$ cat src/rtga_pkg.sv
`default_nettype none

package rtga_pkg;

	typedef enum logic {
		OP_ADD = 1'b0,
		OP_END = 1'b1
	} op_t;

	typedef enum logic {
		KIND_NAME = 1'b0,
		KIND_TEXT = 1'b1
	} kind_t;

	localparam logic [0:0] REG_PROGRAM_ID   = 1'b0;
	localparam logic [0:0] REG_PROGRAM_TYPE = 1'b1;

	// message position: segment * 4 + fill (text) or segment * 2 + fill (name) fits in 7 bits
	localparam int ACC_W = 7;

	localparam logic [15:0] BLOCK3_NAME = 16'hE0CD;
	localparam logic [15:0] MUSIC_FLAG  = 16'h0008;
	localparam logic [15:0] GROUP_2A    = 16'h2000;

	typedef struct packed {
		op_t        op;
		logic [7:0] character;
		kind_t      kind;
	} item_t;

	typedef struct packed {
		logic  valid;
		item_t item;
	} item_req_t;

	typedef struct packed {
		logic [15:0] block_one;
		logic [15:0] block_two;
		logic [15:0] block_three;
		logic [15:0] block_four;
		logic        last_group;
	} group_t;

endpackage

`default_nettype wire

$ cat src/rtga_in_stage.sv
`default_nettype none

module rtga_in_stage import rtga_pkg::*; (
	input  wire logic      clk,
	input  wire logic      arst_n,
	input  wire logic      in_valid,
	input  wire item_t     item,
	output logic           in_stall,
	input  wire logic      hold,
	output item_req_t      req_s1
);

	logic  valid_s1;
	item_t item_s1;
	logic  accept;

	assign in_stall = valid_s1 && hold;
	assign accept   = in_valid && !in_stall;

	always_ff @(posedge clk or negedge arst_n) begin
		if (!arst_n) begin
			valid_s1 <= 1'b0;
		end else if (accept) begin
			valid_s1 <= 1'b1;
		end else if (!hold) begin
			valid_s1 <= 1'b0;
		end
	end

	always_ff @(posedge clk) begin
		if (accept) begin
			item_s1 <= item;
		end
	end

	assign req_s1 = '{valid: valid_s1, item: item_s1};

endmodule

`default_nettype wire

$ cat src/rtga_packer.sv
`default_nettype none

module rtga_packer import rtga_pkg::*; #(
	parameter int NAME_CHARS = 8,
	parameter int TEXT_CHARS = 64
) (
	input  wire logic        clk,
	input  wire logic        arst_n,
	input  wire item_req_t   req_s1,
	output logic             hold,
	input  wire logic [15:0] program_id,
	input  wire logic [4:0]  program_type,
	output group_t           group_q,
	output logic             out_valid,
	input  wire logic        out_stall
);

	localparam logic [ACC_W-1:0] NAME_CAP = ACC_W'(NAME_CHARS);
	localparam logic [ACC_W-1:0] TEXT_CAP = ACC_W'(TEXT_CHARS);

	logic [3:0][7:0] chars_q;
	logic [1:0]      fill_q;
	logic [4:0]      seg_q;
	kind_t           kind_q;
	logic            out_valid_q;

	kind_t            kind_eff;
	logic [ACC_W-1:0] cap;
	logic [ACC_W-1:0] acc;
	logic [ACC_W-1:0] acc_inc;
	logic             full;
	logic [2:0]       used;
	logic             group_full;
	logic [3:0][7:0]  chars_new;
	logic [3:0][7:0]  chars_src;
	logic [3:0][7:0]  chars_out;
	logic [2:0]       count_out;
	logic             emit;
	logic             last;
	logic [3:0][7:0]  chars_n;
	logic [1:0]       fill_n;
	logic [4:0]       seg_n;
	logic             process;
	group_t           group_n;

	assign hold    = out_valid_q && out_stall;
	assign process = req_s1.valid && !hold;

	always_comb begin
		// kind is sampled only at the start of a message
		kind_eff = (seg_q == 5'd0 && fill_q == 2'd0) ? req_s1.item.kind : kind_q;
		if (kind_eff == KIND_TEXT) begin
			cap = TEXT_CAP;
			acc = {seg_q, 2'b00} + ACC_W'(fill_q);
		end else begin
			cap = NAME_CAP;
			acc = {1'b0, seg_q, 1'b0} + ACC_W'(fill_q);
		end
		full       = acc >= cap;
		acc_inc    = acc + ACC_W'(1);
		used       = {1'b0, fill_q} + 3'd1;
		group_full = (kind_eff == KIND_TEXT) ? (used == 3'd4) : (used >= 3'd2);

		chars_new         = chars_q;
		chars_new[fill_q] = req_s1.item.character;

		emit      = 1'b0;
		last      = 1'b0;
		count_out = 3'd0;
		chars_src = chars_q;
		chars_n   = chars_q;
		fill_n    = fill_q;
		seg_n     = seg_q;

		if (req_s1.item.op == OP_ADD) begin
			if (!full) begin
				chars_src = chars_new;
				if (group_full || acc_inc >= cap) begin
					emit      = 1'b1;
					last      = acc_inc >= cap;
					count_out = used;
					chars_n   = '0;
					fill_n    = 2'd0;
					seg_n     = seg_q + 5'd1;
				end else begin
					chars_n = chars_new;
					fill_n  = used[1:0];
				end
			end
		end else begin
			// end of message: null-terminate unless capacity was reached
			emit      = !full;
			last      = 1'b1;
			count_out = {1'b0, fill_q};
			chars_n   = '0;
			fill_n    = 2'd0;
			seg_n     = 5'd0;
		end

		for (int k = 0; k < 4; k++) begin
			chars_out[k] = (3'(k) < count_out) ? chars_src[k] : 8'h00;
		end

		group_n.block_one  = program_id;
		group_n.last_group = last;
		if (kind_eff == KIND_TEXT) begin
			group_n.block_two   = GROUP_2A | (16'(program_type) << 5) | 16'(seg_q[3:0]);
			group_n.block_three = {chars_out[0], chars_out[1]};
			group_n.block_four  = {chars_out[2], chars_out[3]};
		end else begin
			group_n.block_two   = (16'(program_type) << 5) | MUSIC_FLAG | 16'(seg_q[1:0]);
			group_n.block_three = BLOCK3_NAME;
			group_n.block_four  = {chars_out[0], chars_out[1]};
		end
	end

	always_ff @(posedge clk or negedge arst_n) begin
		if (!arst_n) begin
			chars_q     <= '0;
			fill_q      <= 2'd0;
			seg_q       <= 5'd0;
			kind_q      <= KIND_NAME;
			out_valid_q <= 1'b0;
		end else begin
			if (process) begin
				chars_q     <= chars_n;
				fill_q      <= fill_n;
				seg_q       <= seg_n;
				kind_q      <= kind_eff;
				out_valid_q <= emit;
			end else if (!out_stall) begin
				out_valid_q <= 1'b0;
			end
		end
	end

	always_ff @(posedge clk) begin
		if (process && emit) begin
			group_q <= group_n;
		end
	end

	assign out_valid = out_valid_q;

endmodule

`default_nettype wire

$ cat src/rds_text_group_assembler_core.sv
// A request accepted into the input register reaches out_valid through the packer's result register.
// Throughput: one request per cycle unless a stalled group holds the input; counter next state is combinational.
// A request is taken while a finished group waits, as long as the input register is free.
// Reset (arst_n low, asynchronous): counters, pending characters, kind and valids clear;
// program_id and program_type return to zero.
`default_nettype none

module rds_text_group_assembler_core import rtga_pkg::*; #(
	parameter int NAME_CHARS = 8,
	parameter int TEXT_CHARS = 64
) (
	input  wire logic        clk,
	input  wire logic        arst_n,
	// configuration write port
	input  wire logic        cfg_we,
	input  wire logic [0:0]  cfg_index,
	input  wire logic [15:0] cfg_data,
	// character / end-of-message requests
	input  wire logic        in_valid,
	output logic             in_stall,
	input  wire logic        operation,
	input  wire logic [7:0]  character,
	input  wire logic        message_kind,
	// assembled groups
	output logic             out_valid,
	input  wire logic        out_stall,
	output logic [15:0]      block_one,
	output logic [15:0]      block_two,
	output logic [15:0]      block_three,
	output logic [15:0]      block_four,
	output logic             last_group
);

	logic [15:0] program_id_q;
	logic [4:0]  program_type_q;
	item_t       item;
	item_req_t   req_s1;
	logic        hold;
	group_t      group_q;

	// config must be written only while idle (the block does not enforce this), so the packer reads it directly
	always_ff @(posedge clk or negedge arst_n) begin
		if (!arst_n) begin
			program_id_q   <= 16'd0;
			program_type_q <= 5'd0;
		end else if (cfg_we) begin
			unique case (cfg_index)
				REG_PROGRAM_ID:   program_id_q   <= cfg_data;
				REG_PROGRAM_TYPE: program_type_q <= cfg_data[4:0];
			endcase
		end
	end

	assign item = '{op: op_t'(operation), character: character, kind: kind_t'(message_kind)};

	// input register: holds one request while the output is stalled
	rtga_in_stage u_in_stage (
		.clk      (clk),
		.arst_n   (arst_n),
		.in_valid (in_valid),
		.item     (item),
		.in_stall (in_stall),
		.hold     (hold),
		.req_s1   (req_s1)
	);

	// group state, block composition and result register
	rtga_packer #(
		.NAME_CHARS (NAME_CHARS),
		.TEXT_CHARS (TEXT_CHARS)
	) u_packer (
		.clk          (clk),
		.arst_n       (arst_n),
		.req_s1       (req_s1),
		.hold         (hold),
		.program_id   (program_id_q),
		.program_type (program_type_q),
		.group_q      (group_q),
		.out_valid    (out_valid),
		.out_stall    (out_stall)
	);

	assign block_one   = group_q.block_one;
	assign block_two   = group_q.block_two;
	assign block_three = group_q.block_three;
	assign block_four  = group_q.block_four;
	assign last_group  = group_q.last_group;

endmodule

`default_nettype wire

$ cat config.mk
export PLATFORM = sky130hd
export DESIGN_NAME = rds_text_group_assembler_core
export DESIGN_NICKNAME = d
export VERILOG_FILES = /design/src/rtga_pkg.sv /design/src/rtga_in_stage.sv /design/src/rtga_packer.sv /design/src/rds_text_group_assembler_core.sv
export SDC_FILE = /design/constraint.sdc
export NUM_CORES = 1
export LEC_CHECK = 0
export BUFFER_PORTS_ARGS = -buffer_cell sky130_fd_sc_hd__buf_2
export CAP_MARGIN = 0
export CORE_UTILIZATION = 50
export DETAILED_ROUTE_END_ITERATION = 7
export PLACE_DENSITY = 0.76
export REMOVE_ABC_BUFFERS = 1
export SETUP_SLACK_MARGIN = 0.02
export SYNTH_ARGS = -nofsm -noshare
export SYNTH_HDL_FRONTEND = slang
export SYNTH_SLANG_ARGS = --single-unit
$ cat constraint.sdc
create_clock -name clk -period 5 [get_ports clk]
set_input_delay 0.25 -clock clk [delete_from_list [all_inputs] [get_ports clk]]
set_output_delay 0.25 -clock clk [all_outputs]
set_load 0.05 [all_outputs]
==> results.md, run 1 <==
- DRC viols: 0
- CTS tree: yes
- GR Layer Usage met1: 0.302
- Delay-heaviest family, CP: simple AND/OR/NAND/NOR gates
- Final instance area: 6860 µm²
- Synth async-reset ratio: 0.444
- Reg2reg start: u_packer.fill_q[0]
- Drt total wl: 13,000 µm
- Prevailing post-synth register cell: edfxtp_1
- H-tree depth: 4
- Max_cap viols: 0
- Cells after synthesis: 394
- Clock Path Buffers: 2
- GPL Wtd Cong: 0.888
- Reg2reg path depth: 9
- Crit path DAT: 3940 ps
- Most frequent cells in the layout: buf_2, edfxtp_1, dfrtp_1
- Setup crit start: u_packer.fill_q[0]
- FF+latch count, synth: 124
- Leakage power: 0.00291 µW
- Vias: 3,885
- 1st-iter DRT viols: 257
- Worst Hold Class: primary input to flip-flop
- Count of different cell masters after synthesis: 49
- Fin. max-slew vios: 0
- Initial core utilization: 0.522
- Syn_area_per_cell: 13.8 µm²
- Fin crit period: 3740 ps
- Simple logic cell fraction of the synthesized area: 0.0661
- Seq/Total Area, Yosys: 0.635
- First-pass GRT wire length: 20,500 µm
- Commonest non-fill, non-tap cell in the layout: buf_2
- Setup crit end kind: flip-flop
- Crit Path Max Fanout: 37
- Layout cells sized above 1: 0.291
- GRT busiest layer: met2
- Slowest-stage cell, CP: nor2_4
- Combinational family with the most area after synthesis: compound AO/OA/AOI/OAI gates
- Initial antenna violation count: 0
- Synth Area in Compound Gates: 0.151
- Vias per cell: 5.87
- Startpoint Class: flip-flop
- Met2 Use GR: 0.415
- Critical R2R Capture: u_packer.group_q[33]
- Die Span Y: 106 µm
- Largest net degree at the start of global routing: 56
- Nets: 553
- Vias in the first global route: 3,896
- Met3 global-route usage: 0.0589
- Outcome: finished, final reports clean
- Post-Synth Adder-Cell Area: 0.0184
- Fin crit share: 0.747
- Worst reg2reg setup slack: 1260 ps
- Dpl cell area: 5970 µm²
- Skew-Pair Late Insertion Delay: 510 ps
- Slew at the pin closest to its max-slew limit: 1130 ps
- RSZ-0062 raised after global routing: false
- # setup viols final: 0
- Remaining antenna violation count: 0
- Final Hold Vio Count: 0
- Crit-path cells: inv_1 -> ha_1 -> or3b_4 -> o22ai_1 -> nor2_1 -> nand2_1 -> o21ai_0 -> nor2_4 -> buf_12
- Row cnt: 37
- Area share of xor/xnor cells in the synthesized design: 0
- CTS Buf Count: 17
- Port bufs: 92
- EDFF count, synth: 69
- Area growth, synth to finish: 26.2%
- CP Class: flip-flop to flip-flop
- Initial DRT Pass Iterations: 5
- Final worst slack: 1260 ps
- Synthesized cell area: 5430 µm²
- Setup_tns: 0 ps
- Worst hold margin: 23.2 ps
- Post-synthesis mux area share: 0.0924
- PwrDens: 647 nW/µm²
- DPL Wire Length: 8300 µm
- Ports: 99
- Inserted Diodes: 0
- Remaining Overflow, GRT: 0
- WL/cell: 19.6 µm
- Overall Global Routing Usage: 0.245
- Core area: 10,400 µm²
- Fmax achieved: 0.268 GHz
- Root buffer cell: clkbuf_8
- Clock-pin slew on the worst setup and hold paths: 50 ps
- Dpl cells: 602
- Clock sink count: 124
- Layout fillers: 773
- Die X: 106 µm
- Yosys warnings: 0
- Final setup skew: 9.61 ps
- Worst EP required: 5200 ps
- Final cell count without fillers: 662
- Worst VDD drop: 0.332 mV
- Slew HR: 0.242
- Worst slack, placed: 1290 ps
- WP depth: 9
- Worst path bufs/invs: 2
- Die ar.: 11,300 µm²
- Critical path endpoint: u_packer.group_q[33]
- Delay of the slowest cell on the worst path: 560 ps
==> area by class of cell <==
class	count	area, µm²	share of cell area
flip-flops and latches	124	3450	0.503
repair buffers	124	783	0.114
multi-input cells	236	1810	0.264
inverters	10	37.5	0.00547
clock inverters	7	141	0.0206
well taps	136	170	0.0248
clock buffers	25	464	0.0677
==> metrics by stage <==
stage          total power (µW)   util
2_1_floorplan              2730      -
3_3_place_gp               3150  0.573
3_5_place_dp               3160  0.573
4_1_cts                    4430  0.658
5_1_grt                    4620  0.658
6_report                   4430  0.658
==> worst min-delay path by stage <==
stage,start,to,cells after the start
after floorplan,arst_n,program_id_q[0],0
after global placement,arst_n,u_in_stage.valid_s1,2
after detailed placement,character[7],u_in_stage.req_s1[8],1
after CTS,out_stall,u_packer.out_valid,3
after global routing,out_stall,u_packer.out_valid,3
final,out_stall,u_packer.out_valid,3
==> synthesized netlist by cell type (2+ instances only) <==
cell | count | area [µm²]
inv_1 | 9 | 33.8
mux2_2 | 21 | 236
mux2i_1 | 25 | 250
o22ai_1 | 11 | 68.8
o31ai_1 | 3 | 22.5
clkbuf_1 | 18 | 67.6
a21boi_0 | 2 | 15.0
buf_6 | 4 | 45.0
nand3_2 | 2 | 20.0
nor2_1 | 24 | 90.1
nor3_1 | 3 | 15.0
o21a_1 | 3 | 22.5
nand4_1 | 2 | 12.5
o2111ai_1 | 4 | 35.0
o21ai_2 | 2 | 17.5
a32o_1 | 33 | 330
and2_1 | 5 | 31.3
ha_1 | 8 | 100
nand3_1 | 8 | 40.0
edfxtp_1 | 69 | 2070
o2111a_1 | 2 | 22.5
nor2b_1 | 2 | 12.5
a211oi_1 | 3 | 22.5
dfrtp_1 | 55 | 1380
nand2b_1 | 2 | 12.5
and3_1 | 4 | 25.0
nand2_1 | 15 | 56.3
o21ai_0 | 22 | 110
a21oi_1 | 7 | 35.0
buf_4 | 6 | 45.0
o211ai_1 | 2 | 15.0
==> kinds of logic after synthesis <==
group           after synthesis
mux                          47
flops                       124
other cells                   1
buf+inv                      39
simple gates                 71
compound gates              104
fa+ha+maj                     8
==> state kept, by name (all words and copies together), names as in the netlist <==
register             flops
u_packer.group_q        59
u_packer.chars_q        24
program_id_q            16
u_in_stage.req_s1       10
program_type_q           5
u_packer.seg_q           5
u_packer.fill_q          2
u_in_stage.valid_s1      1
u_packer.kind_q          1
u_packer.out_valid       1
==> what timing repair did <==
item | in CTS | in global routing
gates resized for setup | 0 | 0
endpoints found under the hold margin | 86 | 0
hold buffers | 28 | 0
buffers inserted | 0 | 0
==> power breakdown <==
part,switching [µW],internal [µW],leakage (µW)
clock network,414,836,0.000292
registers,162,1400,0.00135
logic,1200,422,0.00127
total,1770,2660,0.00291
==> worst register-to-register path: stages (launching register included) <==
cell and delay, ps:
dfrtp_1 460, inv_1 200, ha_1 550, or3b_4 480, o22ai_1 230, nor2_1 90, nand2_1 240, o21ai_0 260
nor2_4 560, buf_12 320
==> metal layers <==
layer	wire (µm)	part of all wire	vias to the layer above
li1	-	-	1772
met4	203	0.016	0
met5	0	0	-
met2	6590	0.51	150
met1	5390	0.41	1943
met3	812	0.062	20
(Power assumes the default switching activity.)
==> run 2, diff against run 1 <==
CORE_UTILIZATION = 55   (was 50)
PLACE_DENSITY = 0.79   (was 0.76)
clock period = 3.9 ns   (was 5 ns; I/O delays follow)
==> run 2 against run 1 <==
Net effect:
- clock power is 22% higher
- critical endpoint is now u_packer.group_q[5]
- critical path depth did not move
- setup slack lost 510 ps
- clock-buffer cell count down 7
- worst hold slack improved by 170 ps
- first-iteration DRC count is 30% higher
- utilization grew 7.2 points
- non-clock buffer count grew 8
- largest cell class unchanged
- register-to-register slack got worse by 510 ps
- clock skew grew 3.1 ps
- combinational power rose by 33%
- cell area up 0.33%
==> results.md, run 2 (synthesized netlist as in run 1, its figures left out) <==
- Drt total wl: 13,600 µm (+4.3%)
- Worst EP required: 4170 ps (-1030 ps)
- Die ar.: 10,300 µm² (-8.9%)
- Remaining antenna violation count: 0 (unchanged)
- H-tree depth: 4 (unchanged)
- Root buffer cell: clkbuf_8
- Clock-pin slew on the worst setup and hold paths: 60 ps (about the same)
- Setup crit start: u_packer.fill_q[0]
- Final setup skew: 12.7 ps (+3.06 ps)
- Worst Hold Class: primary input to flip-flop
- Reg2reg path depth: 9 (unchanged)
- Ports: 99 (unchanged)
- Max_cap viols: 0 (unchanged)
- CTS Buf Count: 17 (unchanged)
- 1st-iter DRT viols: 335 (+30%)
- Port bufs: 92 (unchanged)
- Worst VDD drop: 0.498 mV (+50%)
- Crit-path cells: inv_1 -> ha_1 -> or3b_4 -> o21ai_0 -> and2_1 -> inv_2 -> a221oi_2 -> o21ai_2 -> a32o_1
- Initial antenna violation count: 0 (unchanged)
- Skew-Pair Late Insertion Delay: 520 ps (about the same)
- PwrDens: 827 nW/µm² (+28%)
- Cell internal pwr: 3310 µW (+24%)
- Switching part of the total: 0.419 (+0.0190)
- Outcome: finished, final reports clean
- Dpl cells: 602 (unchanged)
- Initial DRT Pass Iterations: 5 (unchanged)
- Fin. max-slew vios: 0 (unchanged)
- Delay-heaviest family, CP: compound AO/OA/AOI/OAI gates
- Crit Path Max Fanout: 16 (-57%)
- Core area: 9420 µm² (-9.6%)
- Crit path DAT: 3410 ps (-530 ps)
- Worst slack, placed: 805 ps (-487 ps)
- Final worst slack: 756 ps (-507 ps)
- RSZ-0062 raised after global routing: false
- CP Class: flip-flop to flip-flop
- Number of flip-flops in the largest register: 59 (unchanged)
- CTS tree: yes
- Vias per cell: 6.02 (+2.5%)
- Regs by FF count: u_packer.group_q: 59 flops, u_packer.chars_q: 24 flops, program_id_q: 16 flops
- Slowest-stage cell, CP: dfrtp_1
- Inserted Diodes: 0 (unchanged)
- Commonest non-fill, non-tap cell in the layout: buf_2
- Clock Power Share: 0.268 (-0.014)
- Setup crit end kind: flip-flop
- Largest net degree at the start of global routing: 43 (-23%)
- HP Start: cfg_we
- Worst reg2reg setup slack: 760 ps (-510 ps)
- Sequential share of power: 0.355 (+0.002)
- Initial core utilization: 0.577 (+0.0554)
- Leakage power: 0.00294 µW (+0.93%)
- Layout cells sized above 1: 0.311 (+0.0200)
- Total Power: 5690 µW (+28%)
- Most frequent cells in the layout: buf_2, edfxtp_1, dfrtp_1
- Area growth, synth to finish: 26.6%
- Fin crit period: 3140 ps (-593 ps)
- Post_cts resized: 0 (unchanged)
- Overall Global Routing Usage: 0.279 (+0.0342)
- Startpoint Class: flip-flop
- Clock Path Buffers: 2 (unchanged)
- Vias: 3,988 (+2.7%)
- Cts hold-fix bufs: 29 (+3.6%)
- Setup Buffers After CTS: 0 (unchanged)
- Fin crit share: 0.806 (+0.0588)
- WP depth: 9 (unchanged)
- Worst hold margin: 190 ps (+167 ps)
- Setup_tns: 0 ps (unchanged)
- Delay of the slowest cell on the worst path: 450 ps (-110 ps)
- GPL Wtd Cong: 0.886 (-0.19%)
- Remaining Overflow, GRT: 0 (unchanged)
- Psw: 2380 µW (+34%)
- Final Hold Vio Count: 0 (unchanged)
- Die X: 101 µm (-4.6%)
- # setup viols final: 0 (unchanged)
- Row cnt: 35 (-5.4%)
- Slew HR: 0.132 (-0.110)
- First-pass GRT wire length: 20,800 µm (+1.4%)
- Vias in the first global route: 3,990 (+2.4%)
- Comb power frac: 0.377 (+0.012)
- Slew at the pin closest to its max-slew limit: 1290 ps (+161 ps)
- DRC viols: 0 (unchanged)
- Nets: 561 (+1.4%)
- Critical R2R Capture: u_packer.group_q[5]
- Largest Register: u_packer.group_q
- WL/cell: 20.5 µm (+4.1%)
- Critical path endpoint: u_packer.group_q[5]
- Fmax achieved: 0.318 GHz (+19%)
- Worst path bufs/invs: 2 (unchanged)
- Clock sink count: 124 (unchanged)
- Die Span Y: 101 µm (-4.6%)
- DPL Wire Length: 8450 µm (+1.8%)
- Final cell count without fillers: 663 (+0.15%)
- Reg2reg start: u_packer.fill_q[0]
-- run 2: power by group through the flow --
stage	sequential, µW	combinational [µW]	clock (µW)
after floorplan	2620	880	0
after global placement	2010	2070	0
after detailed placement	2020	2090	0
after CTS	2010	2130	1540
after global routing	2050	2280	1590
final	2020	2150	1530
-- run 2: layer usage --
metal	global-route usage	part of all wire
met5	0	0
met4	0.0970	0.015
met3	0.0676	0.079
met2	0.455	0.50
met1	0.369	0.40
-- run 2: final cells by class --
type | count | area, µm²
clock buffers | 18 | 418
clock inverters | 14 | 156
fillers | 612 | 2540
inverters | 10 | 37.5
multi-input cells | 236 | 1810
flip-flops and latches | 124 | 3450
well taps | 129 | 161
repair buffers | 132 | 846
-- run 2: per-stage QoR --
stage               utilization  cell area [µm²]
floorplan                     -             5290
global placement          0.639             6010
detailed placement        0.639             6010
CTS                       0.731             6880
global route              0.731             6880
finish                    0.731             6880
-- run 2: worst min-delay path by stage --
| stage | endpoint | slack, ps | cells past startpoint |
|---|---|---|---|
| 2_1_floorplan | program_id_q[0] | -100 | 0 |
| 3_3_place_gp | u_packer.out_valid | 230 | 1 |
| 3_5_place_dp | u_packer.out_valid | 230 | 1 |
| 4_1_cts | program_type_q[1] | 190 | 3 |
| 5_1_grt | program_type_q[4] | 210 | 3 |
| 6_report | program_type_q[4] | 190 | 3 |
-- run 2: worst reg2reg max path, cell delays in order (launching register included) --
cell	delay, ps
dfrtp_1	450
inv_1	200
ha_1	270
or3b_4	430
o21ai_0	270
and2_1	250
inv_2	150
a221oi_2	370
o21ai_2	190
a32o_1	320
